<file path="src/rtl/core/tbpf_pkg.sv">
// tbpf_pkg: shared constants and types for the tile background pixel fetch
// used by tile_background_pixel_fetch and tbpf_coord; depends on nothing
`default_nettype none

package tbpf_pkg;

  localparam int RAM_BYTES     = 8192;
  localparam int BANK_DEPTH    = RAM_BYTES / 2;
  localparam int RAM_AW        = $clog2(RAM_BYTES);
  localparam int BANK_AW       = $clog2(BANK_DEPTH);
  localparam int SCREEN_WIDTH  = 160;
  localparam int WIN_X_OFFSET  = 7;
  localparam int SIGNED_OFFSET = 'h0800;  // 0x8800 block relative to 0x8000

  localparam int IN_TDATA_W  = 40;
  localparam int OUT_TDATA_W = 16;
  localparam int CFG_IDX_W   = 3;

  // configuration register indexes
  localparam logic [CFG_IDX_W-1:0] REG_LCDC       = 3'd0;
  localparam logic [CFG_IDX_W-1:0] REG_SCROLL_X   = 3'd1;
  localparam logic [CFG_IDX_W-1:0] REG_SCROLL_Y   = 3'd2;
  localparam logic [CFG_IDX_W-1:0] REG_WINDOW_X   = 3'd3;
  localparam logic [CFG_IDX_W-1:0] REG_WINDOW_Y   = 3'd4;
  localparam logic [CFG_IDX_W-1:0] REG_BG_PALETTE = 3'd5;

  localparam logic [7:0] LCDC_RESET       = 8'd145;
  localparam logic [7:0] BG_PALETTE_RESET = 8'd252;

  // lcdc bit positions
  localparam int LCDC_BG_MAP    = 3;
  localparam int LCDC_TILE_MODE = 4;
  localparam int LCDC_WIN_EN    = 5;
  localparam int LCDC_WIN_MAP   = 6;

  // item kinds carried in tuser
  localparam logic OP_WRITE  = 1'b0;
  localparam logic OP_RENDER = 1'b1;

  typedef enum logic [2:0] {
    S_IDLE = 3'b001,
    S_MAP  = 3'b010,
    S_PIX  = 3'b100
  } state_t;

  // map lookup for one pixel
  typedef struct packed {
    logic [BANK_AW-1:0] map_idx;
    logic               map_bank;
    logic [2:0]         fine_x;
    logic [2:0]         fine_y;
  } coord_t;

endpackage

`default_nettype wire

</file>
<file path="src/rtl/core/tbpf_coord.sv">
// tbpf_coord: picks window or background and forms the tile map address of a pixel
// depends on tbpf_pkg
`default_nettype none

module tbpf_coord (
  input  wire logic [7:0]     column,
  input  wire logic [7:0]     line_number,
  input  wire logic [7:0]     lcdc,
  input  wire logic [7:0]     scroll_x,
  input  wire logic [7:0]     scroll_y,
  input  wire logic [7:0]     window_x,
  input  wire logic [7:0]     window_y,
  output      tbpf_pkg::coord_t coord
);

  logic                              use_win;
  logic [7:0]                        x;
  logic [7:0]                        y;
  logic                              map_hi;
  logic [tbpf_pkg::RAM_AW-1:0]       map_addr;

  always_comb begin
    use_win = lcdc[tbpf_pkg::LCDC_WIN_EN]
              && (line_number >= window_y)
              && (({1'b0, column} + 9'(tbpf_pkg::WIN_X_OFFSET)) >= {1'b0, window_x});
    if (use_win) begin
      x      = column + 8'(tbpf_pkg::WIN_X_OFFSET) - window_x;
      y      = line_number - window_y;
      map_hi = lcdc[tbpf_pkg::LCDC_WIN_MAP];
    end else begin
      x      = column + scroll_x;
      y      = line_number + scroll_y;
      map_hi = lcdc[tbpf_pkg::LCDC_BG_MAP];
    end
    // 0x9800 / 0x9c00 relative to 0x8000, then 32 tiles per map row
    map_addr       = {2'b11, map_hi, y[7:3], x[7:3]};
    coord.map_idx  = map_addr[tbpf_pkg::RAM_AW-1:1];
    coord.map_bank = map_addr[0];
    coord.fine_x   = x[2:0];
    coord.fine_y   = y[2:0];
  end

endmodule

`default_nettype wire
</file>
<file path="config.mk">
export PLATFORM = sky130hd
export DESIGN_NAME = tbpf_coord
export DESIGN_NICKNAME = d
export VERILOG_FILES = /design/src/rtl/core/tbpf_pkg.sv /design/src/rtl/core/tbpf_coord.sv
export SDC_FILE = /design/constraint.sdc
export NUM_CORES = 1
export LEC_CHECK = 0
export BUFFER_PORTS_ARGS = -buffer_cell sky130_fd_sc_hd__buf_4
export CORE_MARGIN = 2
export CORE_UTILIZATION = 40
export DETAILED_ROUTE_END_ITERATION = 10
export PLACE_DENSITY = 0.68
export SLEW_MARGIN = 25
export SYNTH_ARGS = -nofsm -noshare
export SYNTH_HDL_FRONTEND = slang
export SYNTH_SLANG_ARGS = --single-unit
</file>
<file path="constraint.sdc">
create_clock -name vclk -period 7.55
set_input_delay 0.755 -clock vclk [all_inputs]
set_output_delay 0.755 -clock vclk [all_outputs]
set_load 0.02 [all_outputs]
</file>
# After elaboration in Yosys (flattened, before gate mapping)
# Cells that the tools add are included.
# op_classes
n_addsub,6
multipliers,0
div_mod_pow,0
n_lt_le_gt_ge,2
n_eq_ne,0
shifts,0
n_mux,3
n_bitwise,0
reduce_logical,2
# op_table
op,count
8-bit adder,2
8-bit 2-to-1 mux,2
8-bit subtractor,2
8-bit by 3-bit adder with 9-bit output (second input constant),1
9-bit by 8-bit greater-or-equal comparator with 1-bit output,1
8-bit by 3-bit adder with 8-bit output (second input constant),1
8-bit greater-or-equal comparator,1
1-bit logical AND,2
1-bit 2-to-1 mux,1
# totals
reg_bits,0
latchBits,0
ramBits,0
mem_bits_ro,0
input_bits,56
output_inout_bits,19
wordCells,13
mem_count,0

# Longest topological paths before layout
# depth
word_depth,4
mapped_depth,13
mapped_depth_nobuf,12

# Worst setup path before layout
# No wires, ideal clock.
# synth_path
path_kind,input to output
start,input column[1]
end,output coord[0] (netlist name)
arrival_time_ns,3.273
required_time_ns,6.795
setup_slack_ns,3.522
stages,12
n_path_buf,1
cell_sequence,inv_1 > ha_1 > nand2b_1 > and4_1 > xor2_1 > ha_1 > o21a_1 > o21ai_0 > o311a_1 > nor3_4 > buf_8 > mux2i_1
# synth_rtl
element,line_no,source
from (decl),tbpf_coord.sv:6,"input wire logic [7:0] column,"
to (decl),tbpf_coord.sv:13,output tbpf_pkg::coord_t coord

==> metrics.txt <==
post-CTS resize count=0; final setup fails=0; core box area=4350 sq um; fillers=448; Slew HR=34.4%; slew of the pin with the lowest slew margin=980 ps; Syn Inst Count=233; total track usage=15.1%; commonest non-fill, non-tap cell in the layout=buf_4; commonest non-fill, non-tap cells in the layout=buf_4, ha_1, inv_1; final hold violations=0; number of DRC markers in iteration 0=15; arrival time worst endpoint=3970 ps; Antenna Nets Post-Route=0; endpoint type of the worst setup path=output port; Ports=75; detailed-route DRC error count=0; Synth Warn #=0; grt ovf=0; Layout Nets=404; Routed wire per std cell=10.9 um; period utilisation layout=62.6%; element type at the critical path start=input pin; largest net degree at the start of global routing=18; Min-Delay Startpoint=lcdc[3]; post-CTS setup buffers=0; worst hold path type=input pin to output port; P_leak=0.00122 uW; CTS hold repair buffers=0; PwrDens=91.2 nW/um^2; die area=5090 sq um; Slew Limit Fails=0; Crit. Startpoint=column[1]; drt total wl=3810 um; DR vias/cell=4.96; Max Freq=212 MHz; hold endpoint=coord[16]; register area share after synthesis=0%; Syn Std Cell Area=1820 sq um; hpwl dp=3460 um; row count=24; layout cells sized above 1=24.8%; P&R area growth vs syn=29.8%; IO Port Bufs=68; max_cap viols=0; sequential cell area=0 sq um; setup TNS=0 ps; CP max FO=17; antenna violations before repair=0; worst hold stages=3; die width=71.4 um; Unique masters post-synth=40; # diodes=0; final core utilization=54.1%; Seq Cell Count=0; peak supply drop=41.2 uV; clock buf count=0; vias in the first global route=1743; RSZ-0062 raised after global routing=no; WS Path Type=input pin to output port; minimum clock period=4730 ps; status=finished, final reports clean; Die Y-Extent=71.4 um; initial core utilization=41.7%; gpl congestion=0.777; first-pass GRT wire length=6670 um; DR pass1 iterations=2; Via Count=1737; Avg Inst Size Synth=7.79 sq um; Worst EP required=6800 ps
[layer usage]
layer	track usage, %	vias up	share of wire [%]
li1	-	944	-
met2	30.9	35	52
met4	0.629	0	0
met3	0.703	0	4.4
met1	17.9	758	43
met5	0	-	0
[how the worst max path moves through the flow]
stage	to	slack, ps	depth (start not counted)
after detailed placement	coord[5]	2770	13
after global routing	coord[5]	2590	13
final	coord[9]	2820	13
after floorplan	coord[0]	3520	12
after CTS	coord[9]	2760	13
after global placement	coord[5]	2780	13
[critical path, stage by stage]
cell	delay [ps]
buf_4	130
inv_1	100
ha_1	190
nand2b_1	80
and4_1	230
xor2_1	150
ha_1	290
o21a_1	110
o21ai_0	100
o311a_1	430
nor3_4	810
mux2_2	420
buf_4	160
[logic make-up after synthesis]
logic type / synth area share (%)
and+or+nand+nor: 16.0
AOI/OAI and AO/OA: 17.6
adders and majority gates: 34.7
buffers and inverters: 8.89
xor gates and xnor gates: 13.5
muxes: 9.10
other: 0.207
[power breakdown]
part           internal (uW)  leakage [uW]  switching (uW)  total, uW
sequential                 0             0               0          0
clock                      0             0               0          0
combinational            106       0.00122             109        215
[per-stage QoR]
stage / power, uW / worst slack [ps] / area (sq um) / hold WS [ps] / instances
finish: 215 / 2820 / 2360 / 1840 / 350
global route: 241 / 2590 / 2360 / 1850 / 350
CTS: 218 / 2760 / 2360 / 1840 / 350
detailed placement: 217 / 2770 / 2360 / 1840 / 350
global placement: 214 / 2780 / 2360 / 1840 / 350
floorplan: 145 / 3520 / 1820 / 1750 / 234
[cell type report]
class	count	area [sq um]	share of cell area, %
Tap cell	52	65.1	2.76
Inverter	33	124	5.25
Multi-Input combinational cell	197	1660	70.3
Timing Repair Buffer	68	510	21.7
[cells in the mapped netlist (2+ instances only)]
cell type / n / area share [%]
nand3_1: 2 / 0.55
nor2_1: 14 / 2.9
mux2i_1: 12 / 6.6
a31oi_1: 2 / 0.69
ha_1: 44 / 30
o21a_1: 6 / 2.5
xor2_1: 12 / 5.8
o21ai_0: 8 / 2.2
fa_1: 4 / 4.4
a21oi_1: 13 / 3.6
a21o_1: 5 / 2.1
nor3b_1: 2 / 0.83
nor2b_1: 10 / 3.4
nor3_1: 4 / 1.1
xnor2_1: 16 / 7.7
nand2_1: 11 / 2.3
nand2b_1: 4 / 1.4
inv_1: 33 / 6.8
o31ai_1: 2 / 0.83
mux2_2: 4 / 2.5
o21bai_1: 2 / 0.83
a311oi_1: 3 / 1.4
buf_4: 3 / 1.2
(Power assumes the default switching activity.)
